<file path="src/mtm_pkg.sv">
// Shared types and constants for the message timeout monitor.
package mtm_pkg;

    localparam int MAX_WINDOW   = 16;
    localparam int TIME_BITS    = 32;
    localparam int RING_AW      = $clog2(MAX_WINDOW);
    localparam int SUM_W        = TIME_BITS + RING_AW;
    localparam int WIN_W        = 5;
    localparam int PCT_W        = 10;
    localparam int CFG_IDX_W    = 2;
    localparam int CFG_DATA_W   = 32;
    localparam int PERCENT_BASE = 100;

    // divider: dividend covers avg * percent, two quotient bits per step
    localparam int DIV_W        = TIME_BITS + PCT_W;
    localparam int DIV_STEPS    = DIV_W / 2;
    localparam int DIV_CNT_W    = $clog2(DIV_STEPS + 1);
    localparam int DVSR_W       = 7;

    localparam logic [WIN_W-1:0]      WINDOW_RST  = WIN_W'(10);
    localparam logic [PCT_W-1:0]      PERCENT_RST = PCT_W'(25);

    localparam logic [CFG_IDX_W-1:0]  CFG_WINDOW  = CFG_IDX_W'(0);
    localparam logic [CFG_IDX_W-1:0]  CFG_PERCENT = CFG_IDX_W'(1);
    localparam logic [CFG_IDX_W-1:0]  CFG_START   = CFG_IDX_W'(2);

    localparam logic OP_MESSAGE = 1'b0;
    localparam logic OP_CHECK   = 1'b1;

    typedef enum logic [3:0] {
        S_INIT,
        S_IDLE,
        S_ARRIVE,
        S_CHECK,
        S_DIV1_GO,
        S_DIV1_WAIT,
        S_MUL,
        S_DIV2_GO,
        S_DIV2_WAIT,
        S_FIN
    } t_state;

    typedef struct packed {
        logic              start;
        logic [DIV_W-1:0]  dividend;
        logic [DVSR_W-1:0] divisor;
    } t_div_req;

    typedef struct packed {
        logic             done;
        logic [DIV_W-1:0] quotient;
    } t_div_rsp;

    typedef struct packed {
        logic               clear;
        logic               wr_en;
        logic [RING_AW-1:0] addr;
        logic [TIME_BITS-1:0] wr_data;
    } t_ring_ctl;

endpackage

</file>
<file path="src/mtm_div.sv">
// Shared iterative restoring divider, two quotient bits per cycle.
module mtm_div (
    input  logic              i_clk,
    input  logic              i_rst_n,
    input  mtm_pkg::t_div_req i_req,
    output mtm_pkg::t_div_rsp o_rsp
);

    logic                          r_busy;
    logic [mtm_pkg::DIV_CNT_W-1:0] r_cnt;
    logic [mtm_pkg::DVSR_W-1:0]    r_rem;
    logic [mtm_pkg::DIV_W-1:0]     r_quo;
    logic [mtm_pkg::DVSR_W-1:0]    r_dvsr;

    logic [mtm_pkg::DVSR_W:0]      t1;
    logic [mtm_pkg::DVSR_W:0]      t2;
    logic [mtm_pkg::DVSR_W:0]      d1;
    logic [mtm_pkg::DVSR_W:0]      d2;
    logic                          q1;
    logic                          q2;
    logic [mtm_pkg::DVSR_W-1:0]    r1;
    logic [mtm_pkg::DVSR_W-1:0]    n_rem;
    logic [mtm_pkg::DIV_W-1:0]     n_quo;

    always_comb begin
        t1    = {r_rem, r_quo[mtm_pkg::DIV_W-1]};
        q1    = t1 >= {1'b0, r_dvsr};
        d1    = t1 - {1'b0, r_dvsr};
        r1    = q1 ? d1[mtm_pkg::DVSR_W-1:0] : t1[mtm_pkg::DVSR_W-1:0];
        t2    = {r1, r_quo[mtm_pkg::DIV_W-2]};
        q2    = t2 >= {1'b0, r_dvsr};
        d2    = t2 - {1'b0, r_dvsr};
        n_rem = q2 ? d2[mtm_pkg::DVSR_W-1:0] : t2[mtm_pkg::DVSR_W-1:0];
        n_quo = {r_quo[mtm_pkg::DIV_W-3:0], q1, q2};
    end

    always_ff @(posedge i_clk) begin
        if (!i_rst_n) begin
            r_busy <= 1'b0;
            r_cnt  <= '0;
        end else if (i_req.start) begin
            r_busy <= 1'b1;
            r_cnt  <= mtm_pkg::DIV_CNT_W'(mtm_pkg::DIV_STEPS);
        end else if (r_busy) begin
            r_cnt <= r_cnt - mtm_pkg::DIV_CNT_W'(1);
            if (r_cnt == mtm_pkg::DIV_CNT_W'(1)) begin
                r_busy <= 1'b0;
            end
        end
    end

    always_ff @(posedge i_clk) begin
        if (i_req.start) begin
            r_quo  <= i_req.dividend;
            r_rem  <= '0;
            r_dvsr <= i_req.divisor;
        end else if (r_busy) begin
            r_quo <= n_quo;
            r_rem <= n_rem;
        end
    end

    assign o_rsp.done     = ~r_busy;
    assign o_rsp.quotient = r_quo;

endmodule

</file>
<file path="src/mtm_ring.sv">
// Interval ring: entries with valid bits, unwritten entries read as the base time.
module mtm_ring (
    input  logic                            i_clk,
    input  logic                            i_rst_n,
    input  mtm_pkg::t_ring_ctl              i_ctl,
    input  logic [mtm_pkg::TIME_BITS-1:0]   i_base_time,
    output logic [mtm_pkg::TIME_BITS-1:0]   o_rd_data
);

    logic [mtm_pkg::TIME_BITS-1:0]  r_entry [mtm_pkg::MAX_WINDOW];
    logic [mtm_pkg::MAX_WINDOW-1:0] r_valid;
    logic [mtm_pkg::TIME_BITS-1:0]  r_rd_data;

    always_ff @(posedge i_clk) begin
        if (!i_rst_n || i_ctl.clear) begin
            r_valid <= '0;
        end else if (i_ctl.wr_en) begin
            r_valid[i_ctl.addr] <= 1'b1;
        end
    end

    always_ff @(posedge i_clk) begin
        if (i_ctl.wr_en) begin
            r_entry[i_ctl.addr] <= i_ctl.wr_data;
        end
    end

    // registered read; the address is held stable before the data is used
    always_ff @(posedge i_clk) begin
        r_rd_data <= r_valid[i_ctl.addr] ? r_entry[i_ctl.addr] : i_base_time;
    end

    assign o_rd_data = r_rd_data;

endmodule

</file>
<file path="src/message_timeout_monitor_top.sv">
// Top level of the message timeout monitor: sequencer, state and handshakes.
//
// Watchdog for one message source. Each input transaction is a message arrival
// (opcode 0) or a timeout check (opcode 1) with a 32-bit wrapping timestamp,
// and each produces exactly one output transaction carrying the fault flag,
// the current average inter-message interval and the time since the last
// message. Arrivals push the interval into a ring of window_length entries;
// the first arrival seeds the average, later ones recompute it when the ring
// wraps. A check recomputes the average from the ring sum (once started) and
// flags a fault when elapsed > avg + avg * percent_over / 100. All divisions
// run on one shared divider that retires two quotient bits per cycle; the
// multiply by percent_over is registered in its own state. An arrival goes
// through the ring update and the result hand-off, an arrival that wraps the
// ring adds one divide, and a check runs two divides, or one before the
// first arrival. Input stall is high while a transaction is being worked on;
// a finished result waits in the output register, and the next input is
// accepted meanwhile. Writing window_length or the base time re-initializes
// all monitor state and passes through an init state (stall high) to rebuild
// the ring sum, held off while further register writes follow; reset also
// enters the init state. percent_over takes effect with no re-initialization.
// Configuration must be written only while idle; the block does not check it.
module message_timeout_monitor_top (
    input  logic                             i_clk,
    input  logic                             i_rst_n,
    // configuration write port
    input  logic                             i_cfg_we,
    input  logic [mtm_pkg::CFG_IDX_W-1:0]    i_cfg_index,
    input  logic [mtm_pkg::CFG_DATA_W-1:0]   i_cfg_data,
    // input channel
    input  logic                             i_in_valid,
    output logic                             o_in_stall,
    input  logic                             i_opcode,
    input  logic [mtm_pkg::TIME_BITS-1:0]    i_time_value,
    // output channel
    output logic                             o_out_valid,
    input  logic                             i_out_stall,
    output logic                             o_fault,
    output logic [mtm_pkg::TIME_BITS-1:0]    o_average_interval,
    output logic [mtm_pkg::TIME_BITS-1:0]    o_elapsed
);

    localparam int TB = mtm_pkg::TIME_BITS;

    // configuration registers
    logic [mtm_pkg::WIN_W-1:0]   r_window;
    logic [mtm_pkg::PCT_W-1:0]   r_percent;
    logic [TB-1:0]               r_start;

    // monitor state
    mtm_pkg::t_state             r_state;
    mtm_pkg::t_state             n_state;
    logic [TB-1:0]               r_last;
    logic                        r_started;
    logic [mtm_pkg::RING_AW-1:0] r_pos;
    logic [mtm_pkg::SUM_W-1:0]   r_sum;
    logic [TB-1:0]               r_avg;
    logic                        r_fault;

    // current transaction
    logic                        r_op;
    logic [TB-1:0]               r_now;
    logic [mtm_pkg::DIV_W-1:0]   r_prod;

    // output register
    logic                        r_out_valid;
    logic                        r_out_fault;
    logic [TB-1:0]               r_out_avg;
    logic [TB-1:0]               r_out_elapsed;

    // control and datapath nets
    logic                        in_accept;
    logic                        cfg_init;
    logic                        fin_load;
    logic [mtm_pkg::WIN_W-1:0]   w_eff;
    logic [mtm_pkg::WIN_W-1:0]   pos_inc;
    logic                        pos_wrap;
    logic [TB-1:0]               elapsed;
    logic [TB-1:0]               ring_rd;
    logic [TB+4:0]               threshold;
    mtm_pkg::t_div_req           div_req;
    mtm_pkg::t_div_rsp           div_rsp;
    mtm_pkg::t_ring_ctl          ring_ctl;

    mtm_div u_div (
        .i_clk   (i_clk),
        .i_rst_n (i_rst_n),
        .i_req   (div_req),
        .o_rsp   (div_rsp)
    );

    mtm_ring u_ring (
        .i_clk        (i_clk),
        .i_rst_n      (i_rst_n),
        .i_ctl        (ring_ctl),
        .i_base_time  (r_start),
        .o_rd_data    (ring_rd)
    );

    // window of 0 acts as 1, anything above the ring depth as the full ring
    always_comb begin
        if (r_window == '0) begin
            w_eff = mtm_pkg::WIN_W'(1);
        end else if (r_window > mtm_pkg::WIN_W'(mtm_pkg::MAX_WINDOW)) begin
            w_eff = mtm_pkg::WIN_W'(mtm_pkg::MAX_WINDOW);
        end else begin
            w_eff = r_window;
        end
    end

    assign pos_inc   = {1'b0, r_pos} + mtm_pkg::WIN_W'(1);
    assign pos_wrap  = pos_inc == w_eff;
    assign elapsed   = r_now - r_last;
    // avg * pct / 100 stays below 2^36, so five guard bits cover the add
    assign threshold = {5'b0, r_avg} + div_rsp.quotient[TB+4:0];

    assign in_accept = i_in_valid && !o_in_stall;
    assign cfg_init  = i_cfg_we &&
                       (i_cfg_index == mtm_pkg::CFG_WINDOW ||
                        i_cfg_index == mtm_pkg::CFG_START);

    assign ring_ctl.clear   = cfg_init;
    assign ring_ctl.wr_en   = r_state == mtm_pkg::S_ARRIVE;
    assign ring_ctl.addr    = r_pos;
    assign ring_ctl.wr_data = elapsed;

    // sequencer: next state and strobes
    always_comb begin
        n_state          = r_state;
        o_in_stall       = 1'b1;
        fin_load         = 1'b0;
        div_req.start    = 1'b0;
        div_req.dividend = mtm_pkg::DIV_W'(r_sum);
        div_req.divisor  = mtm_pkg::DVSR_W'(w_eff);
        case (r_state)
            mtm_pkg::S_INIT: begin
                // the ring sum is rebuilt on a cycle free of register writes
                n_state = i_cfg_we ? mtm_pkg::S_INIT : mtm_pkg::S_IDLE;
            end
            mtm_pkg::S_IDLE: begin
                o_in_stall = 1'b0;
                if (in_accept) begin
                    n_state = (i_opcode == mtm_pkg::OP_CHECK) ? mtm_pkg::S_CHECK
                                                              : mtm_pkg::S_ARRIVE;
                end
            end
            mtm_pkg::S_ARRIVE: begin
                n_state = (r_started && pos_wrap) ? mtm_pkg::S_DIV1_GO : mtm_pkg::S_FIN;
            end
            mtm_pkg::S_CHECK: begin
                n_state = r_started ? mtm_pkg::S_DIV1_GO : mtm_pkg::S_MUL;
            end
            mtm_pkg::S_DIV1_GO: begin
                div_req.start = 1'b1;
                n_state       = mtm_pkg::S_DIV1_WAIT;
            end
            mtm_pkg::S_DIV1_WAIT: begin
                if (div_rsp.done) begin
                    n_state = (r_op == mtm_pkg::OP_CHECK) ? mtm_pkg::S_MUL : mtm_pkg::S_FIN;
                end
            end
            mtm_pkg::S_MUL: begin
                n_state = mtm_pkg::S_DIV2_GO;
            end
            mtm_pkg::S_DIV2_GO: begin
                div_req.start    = 1'b1;
                div_req.dividend = r_prod;
                div_req.divisor  = mtm_pkg::DVSR_W'(mtm_pkg::PERCENT_BASE);
                n_state          = mtm_pkg::S_DIV2_WAIT;
            end
            mtm_pkg::S_DIV2_WAIT: begin
                div_req.dividend = r_prod;
                div_req.divisor  = mtm_pkg::DVSR_W'(mtm_pkg::PERCENT_BASE);
                if (div_rsp.done) begin
                    n_state = mtm_pkg::S_FIN;
                end
            end
            mtm_pkg::S_FIN: begin
                // hand off once the output register is free or being emptied
                if (!r_out_valid || !i_out_stall) begin
                    fin_load = 1'b1;
                    n_state  = mtm_pkg::S_IDLE;
                end
            end
            default: begin
                n_state = mtm_pkg::S_INIT;
            end
        endcase
        if (cfg_init) begin
            n_state = mtm_pkg::S_INIT;
        end
    end

    always_ff @(posedge i_clk) begin
        if (!i_rst_n) begin
            r_state <= mtm_pkg::S_INIT;
        end else begin
            r_state <= n_state;
        end
    end

    // configuration and monitor state
    always_ff @(posedge i_clk) begin
        if (!i_rst_n) begin
            r_window  <= mtm_pkg::WINDOW_RST;
            r_percent <= mtm_pkg::PERCENT_RST;
            r_start   <= '0;
            r_last    <= '0;
            r_started <= 1'b0;
            r_pos     <= '0;
            r_sum     <= '0;
            r_avg     <= '0;
            r_fault   <= 1'b0;
        end else if (i_cfg_we) begin
            case (i_cfg_index)
                mtm_pkg::CFG_WINDOW: begin
                    r_window <= i_cfg_data[mtm_pkg::WIN_W-1:0];
                    r_last   <= r_start;
                end
                mtm_pkg::CFG_PERCENT: begin
                    r_percent <= i_cfg_data[mtm_pkg::PCT_W-1:0];
                end
                mtm_pkg::CFG_START: begin
                    r_start <= i_cfg_data[TB-1:0];
                    r_last  <= i_cfg_data[TB-1:0];
                end
                default: begin
                end
            endcase
            if (cfg_init) begin
                r_started <= 1'b0;
                r_pos     <= '0;
                r_avg     <= '0;
                r_fault   <= 1'b0;
            end
        end else begin
            case (r_state)
                mtm_pkg::S_INIT: begin
                    // every ring entry holds the base time after init
                    r_sum <= mtm_pkg::SUM_W'(w_eff) * mtm_pkg::SUM_W'(r_start);
                end
                mtm_pkg::S_ARRIVE: begin
                    r_sum  <= r_sum - mtm_pkg::SUM_W'(ring_rd) + mtm_pkg::SUM_W'(elapsed);
                    r_last <= r_now;
                    r_pos  <= pos_wrap ? '0 : pos_inc[mtm_pkg::RING_AW-1:0];
                    if (!r_started) begin
                        r_avg     <= elapsed;
                        r_started <= 1'b1;
                    end
                end
                mtm_pkg::S_DIV1_WAIT: begin
                    if (div_rsp.done) begin
                        r_avg <= div_rsp.quotient[TB-1:0];
                    end
                end
                mtm_pkg::S_DIV2_WAIT: begin
                    if (div_rsp.done) begin
                        r_fault <= {5'b0, elapsed} > threshold;
                    end
                end
                default: begin
                end
            endcase
        end
    end

    // transaction payload
    always_ff @(posedge i_clk) begin
        if (in_accept) begin
            r_op  <= i_opcode;
            r_now <= i_time_value;
        end
        if (r_state == mtm_pkg::S_MUL) begin
            r_prod <= {{mtm_pkg::PCT_W{1'b0}}, r_avg} *
                      {{TB{1'b0}}, r_percent};
        end
    end

    // output register
    always_ff @(posedge i_clk) begin
        if (!i_rst_n) begin
            r_out_valid <= 1'b0;
        end else if (fin_load) begin
            r_out_valid <= 1'b1;
        end else if (!i_out_stall) begin
            r_out_valid <= 1'b0;
        end
    end

    always_ff @(posedge i_clk) begin
        if (fin_load) begin
            r_out_fault   <= r_fault;
            r_out_avg     <= r_avg;
            r_out_elapsed <= elapsed;
        end
    end

    assign o_out_valid        = r_out_valid;
    assign o_fault            = r_out_fault;
    assign o_average_interval = r_out_avg;
    assign o_elapsed          = r_out_elapsed;

endmodule
</file>
<file path="config.mk">
export PLATFORM = sky130hd
export DESIGN_NAME = message_timeout_monitor_top
export DESIGN_NICKNAME = d
export VERILOG_FILES = /design/src/mtm_pkg.sv /design/src/mtm_div.sv /design/src/mtm_ring.sv /design/src/message_timeout_monitor_top.sv
export SDC_FILE = /design/constraint.sdc
export NUM_CORES = 2
export LEC_CHECK = 0
export BUFFER_PORTS_ARGS = -buffer_cell sky130_fd_sc_hd__buf_4
export CORE_MARGIN = 4
export CORE_UTILIZATION = 35
export CTS_CLUSTER_DIAMETER = 30
export DETAILED_ROUTE_END_ITERATION = 10
export SETUP_SLACK_MARGIN = 0.15
export SKIP_CTS_REPAIR_TIMING = 1
export SKIP_LAST_GASP = 1
export SYNTH_ARGS = -nofsm -noshare
export SYNTH_HDL_FRONTEND = slang
export SYNTH_SLANG_ARGS = --single-unit
</file>
<file path="constraint.sdc">
create_clock -name i_clk -period 8.1 [get_ports i_clk]
set_input_delay 2.43 -clock i_clk [delete_from_list [all_inputs] [get_ports i_clk]]
set_output_delay 2.43 -clock i_clk [all_outputs]
set_load 0.005 [all_outputs]
</file>
Word-level counts from Yosys, hierarchy flattened
Memories as Yosys holds them, arrays and structs flattened. A register that Yosys moved wholly into a read port is not among the register bits.
Index checks and enable logic that the tools add are counted.

operators by class
  add/sub/neg operators = 8
  multipliers = 2
  order comparisons = 6
  eq/ne operators = 23
  multiplexer cells = 56
  bitwise operators = 3
  reductions and logical operators = 31

operators by type and width
  cell                count
  $mux 32             7
  $pmux 32 s2         2
  $mux 42             2
  $pmux 36 s2         1
  $mux 49             1
  $mux 4              12
  $mul 32x10->42      1
  $pmux 4 s10         1
  $add 32x37->37      1
  $gt 32x37->1        1
  $add 36x32->36      1
  $mul 5x32->36       1
  $sub 36x32->36      1
  $sub 32x32->32      1
  $mux 1              21
  $mux 5              4
  $eq 4x3->1 const B  4
  $ge 8x7->1          2
  $or 16x16->16       1
  $mux 7              2
  $sub 7x7->7         2
  $reduce_and 2->1    6
  $ne 2x2->1 const B  5
  $eq 4x2->1 const B  2
  29 further kinds    47

word-level totals
  register bits = 408
  bits in writable memories = 512
  bits of input ports = 72
  output and inout bits = 67
  logic and storage cells = 156
  memories = 1

memory list
  memory          words  bits a word  rd ports  clocked after Yosys merged registers in  wr ports  RTL line        RTL
  u_ring.r_entry  16     32           1         1                                        1         mtm_ring.sv:10  logic [mtm_pkg::TIME_BITS-1:0] r_entry [mtm_pkg::MAX_WINDOW];

Logic depth before layout (Yosys ltp)
  depth in word-level cells = 9
  depth in mapped cells = 26
  mapped depth without buffers = 25

By module
A second synthesis with hierarchy kept.

second synthesis, totals
  cell total of the unflattened synthesis = 4,931
  area total of the unflattened synthesis = 57,370.0 µm²

by module, submodules not included
  module                       instances  cells an instance  area each (µm²)  sequential area each (µm²)
  message_timeout_monitor_top  1          3,763              33,134.3         7,367.1
  mtm_ring                     1          919                20,961.4         16,335.7
  mtm_div                      1          249                3,274.4          1,731.7

Worst setup path after synthesis
Ideal clock, no wire load.

  path type = input -> register
  start point = in i_out_stall
  end point = reg r_out_avg[0] (netlist: o_average_interval[0]), enable pin
  setup time = 0.488 ns
  arrival = 5.295 ns
  data required time = 7.612 ns
  slack = 2.316 ns
  cell stages on the path = 3
  path buffers = 0
  path through = nand2_1 -> nand2_1 -> nor2_1

between the ends
  word-level cells in the longest chain between the ends = 4

ends and longest elaborated chain
  what                  RTL line                            RTL
  from (decl)           message_timeout_monitor_top.sv:36   input logic i_out_stall,
  $logic_not 1->1       n/a
  $logic_or 1x1->1      message_timeout_monitor_top.sv:179  if (!r_out_valid || !i_out_stall) begin
  $mux 1                message_timeout_monitor_top.sv:179
  $mux 1                message_timeout_monitor_top.sv:134  case (r_state)
  named net fin_load    message_timeout_monitor_top.sv:73   logic fin_load;
  to (signal assigned)  message_timeout_monitor_top.sv:292  r_out_avg <= r_avg;
  to (decl)             message_timeout_monitor_top.sv:67   logic [TB-1:0] r_out_avg;

The timed path passes the listed nets, and every way through them passes these cells.
A chain may end at the register's enable or synchronous reset.

Worst setup path after layout
  start point = reg r_percent[4] (netlist bit)
  end point = reg r_prod[38] (netlist bit), data pin

between the ends
  word-level cells in the longest chain between the ends = 1

ends and longest elaborated chain
  what                    RTL line                            RTL
  from (decl)             message_timeout_monitor_top.sv:46   logic [mtm_pkg::PCT_W-1:0] r_percent;
  from (signal assigned)  message_timeout_monitor_top.sv:205  r_percent <= mtm_pkg::PERCENT_RST;
  from (signal assigned)  message_timeout_monitor_top.sv:220  r_percent <= i_cfg_data[mtm_pkg::PCT_W-1:0];
  $mul 32x10->42          message_timeout_monitor_top.sv:273  r_prod <= {{mtm_pkg::PCT_W{1'b0}}, r_avg} *
  to (signal assigned)    message_timeout_monitor_top.sv:273
  to (decl)               message_timeout_monitor_top.sv:62   logic [mtm_pkg::DIV_W-1:0] r_prod;

No other way between the ends.

==> results.json <==
{
  "reg2reg_to": "r_prod[38]",
  "synth_area_sq_mm": 0.0575,
  "buffer_ports.inserted": 138,
  "ctsRootBufferMaster": "sky130_fd_sc_hd__clkbuf_16",
  "crit_top_cell": "sky130_fd_sc_hd__fa_1",
  "dominantRegCellSynth": "sky130_fd_sc_hd__edfxtp_1",
  "crit_path_buf_inv_count": 3,
  "timing.setup.tns_ns": 0,
  "crit-reg2reg-launch": "r_percent[4]",
  "ctsHtreeMaxLevel": 4,
  "timing.fmax_ghz": 0.154,
  "timing.critical_path.to": "r_prod[38]",
  "fp.dieH_microns": 413,
  "tritoncts_num_sinks": 923,
  "report.final.hold_viol_count": 0,
  "die_width_microns": 413,
  "netlist-cell-type-count": 99,
  "synthesis_warning_total": 0,
  "placeableCoreArea_sq_mm": 0.163,
  "post-synth-top-count-cell": "sky130_fd_sc_hd__edfxtp_1",
  "synth_enable_flop_cells": 700,
  "cap_viol_max_count": 0,
  "cp_data_arrival_time_ns": 7.02,
  "crit_path_start_kind": "flop",
  "vias_per_cell": 5.29,
  "final_core_area_utilization": 0.416,
  "max_slew_violation_count": 0,
  "detailedPlacementHpwl_microns": 116000,
  "nFillCells": 15297,
  "tightestPinTransition_ns": 1.20,
  "synth-async-reset-ratio": 0,
  "design.die.area_sq_mm": 0.171,
  "power_density_mw_per_mm2": 231,
  "post_detailed_route_count_of_antenna_violating_nets": 0,
  "unrepaired_setup_endpoints_after_global_routing": "no",
  "globalplace.congestion": 0.885,
  "critical-path-top-delay-family": "adder cells",
  "grt_first_pass_wirelength_microns": 255000,
  "clock_latency_ns": 0.82,
  "finClkSkew_ns": 0.0903,
  "critical_path_max_stage_delay_ns": 1.11,
  "initial_util": 0.353,
  "timing.final.crit_share": 0.803,
  "fin_total_pwr_mw": 15.7,
  "num_io_pins": 139,
  "detail_route.first_pass.iterations": 5,
  "postSynthNetCount": 5699,
  "startpoint": "r_percent[4]",
  "tritoncts_clock_tree": "done",
  "power.ir.vdd_worst_mv": 0.208,
  "critical_path_depth": 19,
  "final_nets": 5871,
  "area_delta_synth_final_pct": 18.1,
  "cts_bufs_inserted": 184,
  "p_leak_nw": 27.3,
  "layout-drive-gt1-share": 0.155,
  "min_delay_path_depth": 2,
  "worstPathCellList": "nand2_1 -> fa_1 -> fa_1 -> inv_1 -> fa_1 -> fa_1 -> inv_1 -> fa_1 -> inv_1 -> ha_1 -> o21a_1 -> a21oi_1 -> o21ai_1 -> o211ai_1 -> a2111oi_0 -> o22a_1 -> a21o_1 -> a21oi_1 -> xnor2_1",
  "crit_path_end_kind": "flop",
  "grt_start_max_net_pins": 98,
  "worst_hold_startpoint": "r_last[12]",
  "grt_overflow_total": 0,
  "netlist_top_cells_count": "sky130_fd_sc_hd__edfxtp_1, sky130_fd_sc_hd__nand2_1, sky130_fd_sc_hd__inv_1",
  "worstPathMaxFanout": 33,
  "grt_antenna_before_repair": 9,
  "detail_route.iter0.violations": 3253,
  "yosysTopAreaCellShare": 0.366,
  "postSynthAreaPerCell_sq_um": 11.5,
  "r2r.worst_path.cells": 19,
  "route.vias.total": 39659,
  "post_drt_wl_per_cell_microns": 22.3,
  "reg2reg_setup_slack_ns": 1.59,
  "floorplan.rows": 148,
  "finalSetupViolCount": 0,
  "synth.ff_latch_count": 923,
  "yosys.area.top_type": "sky130_fd_sc_hd__edfxtp_1",
  "detail_route.drc_violations": 0,
  "clock_slew_seen_by_the_registers_of_the_worst_setup_and_hold_paths_ns": 0.05,
  "n_antenna_cell": 0,
  "hp_class": "reg2reg",
  "worst_slew_margin_rel": 0.198,
  "critPathKind": "reg2reg",
  "worstPathRequired_ns": 8.61,
  "sequential_to_total_area_share_from_yosys_stat": 0.443,
  "synth.area.top_cells": "sky130_fd_sc_hd__edfxtp_1, sky130_fd_sc_hd__fa_1, sky130_fd_sc_hd__dfxtp_1, sky130_fd_sc_hd__mux4_2, sky130_fd_sc_hd__ha_1",
  "vias_in_the_first_global_route": 40167,
  "run_status": "finished clean",
  "layout_min_cycle_time_ns": 6.51,
  "critical_path_cell_with_the_highest_stage_delay": "sky130_fd_sc_hd__dfxtp_1",
  "drt-total-wl_microns": 167000,
  "globalRouteTotalUtil": 0.197,
  "cts-root-to-sink-buffers": 3,
  "gate_count_post_synth": 4992
}
## sequential cells by signal, summed over array words and instances, names as in the netlist, 4 cells and up, named ones only
register,flops
r_now,32
r_start,32
r_pos,4
r_sum,36
r_percent,10
u_div.r_dvsr,6
u_ring.r_valid,16
u_div.r_quo,42
r_last,32
u_div.r_rem,7
r_prod,42
u_div.r_cnt,5
r_window,5
u_ring.o_rd_data,32
r_avg,32
u_ring.r_entry,512
o_elapsed,32
r_state,4
o_average_interval,32
## cell usage in the layout (no fill, tap or decap), types with 65 or more instances in the layout
master                      count
sky130_fd_sc_hd__a21o_1        90
sky130_fd_sc_hd__a21oi_1      315
sky130_fd_sc_hd__and2_1       296
sky130_fd_sc_hd__buf_4        224
sky130_fd_sc_hd__clkbuf_16    185
sky130_fd_sc_hd__dfxtp_1      219
sky130_fd_sc_hd__edfxtp_1     700
sky130_fd_sc_hd__fa_1         363
sky130_fd_sc_hd__ha_1         272
sky130_fd_sc_hd__inv_1        518
sky130_fd_sc_hd__mux2i_1       66
sky130_fd_sc_hd__mux4_2       165
sky130_fd_sc_hd__nand2_1      544
sky130_fd_sc_hd__nand3_1       65
sky130_fd_sc_hd__nor2_1       201
sky130_fd_sc_hd__o21ai_0      164
sky130_fd_sc_hd__xnor2_1       89
## cell type report
cell class                      count  area [sq um]  area share
Multi-Input combinational cell   3311         29400       0.434
Sequential cell                   923         25500       0.376
Clock buffer                      223          4870      0.0718
Tap cell                         2175          2720      0.0401
Inverter                          519          1950      0.0287
Clock inverter                    123          1700      0.0251
Timing Repair Buffer              225          1700      0.0251
## cells by family (layout without fill, tap and decap cells)
family | after synthesis | count (layout) | synth area share
AOI/OAI and AO/OA | 888 | 888 | 0.101
xor gates and xnor gates | 159 | 159 | 0.0242
adders and majority gates | 635 | 635 | 0.186
buffers and inverters | 758 | 1090 | 0.0496
DFF | 923 | 923 | 0.443
muxes | 265 | 265 | 0.0828
and+or+nand+nor | 1364 | 1364 | 0.114
## where the power goes
group | switching (mW) | total [mW] | internal, mW
Combinational | 1.51 | 2.43 | 0.918
Clock | 2.73 | 7.88 | 5.15
Sequential | 0.114 | 5.41 | 5.29
Total | 4.35 | 15.7 | 11.4
## stage by stage
stage	instances	hold slack [ns]	cell area [sq um]	worst slack (ns)
global placement	7153	0.438	61300	1.63
floorplan	4992	0.408	57500	2.32
global route	7499	0.474	67900	1.09
detailed placement	7153	0.446	61300	1.59
finish	7499	0.450	67900	1.59
CTS	7499	0.452	67900	1.56
## worst reg2reg max path: cells and delay by family, from the launching register on
kind / cells / cell delay [ns]
adders and majority gates: 6 / 2.86
AOI/OAI and AO/OA: 8 / 1.77
DFF: 1 / 1.11
and+or+nand+nor: 1 / 0.22
buffers and inverters: 3 / 0.15
xor gates and xnor gates: 1 / 0.12
## layer usage
metal / vias up / share of wire / global-route usage / wire [microns]
li1: 17916 / - / - / -
met1: 20248 / 0.42 / 0.260 / 70900
met2: 1235 / 0.49 / 0.331 / 81400
met3: 258 / 0.057 / 0.0316 / 9600
met4: 2 / 0.032 / 0.0666 / 5290
met5: - / 0.000084 / 0 / 14
## worst min path at each step
stage / to / slack, ns
final: r_last[12] / 0.45
after CTS: r_sum[26] / 0.45
after global routing: r_last[12] / 0.47
after global placement: r_last[4] / 0.44
after floorplan: o_fault / 0.41
after detailed placement: r_sum[26] / 0.45
Note: power is estimated with default switching activity, not from simulation.
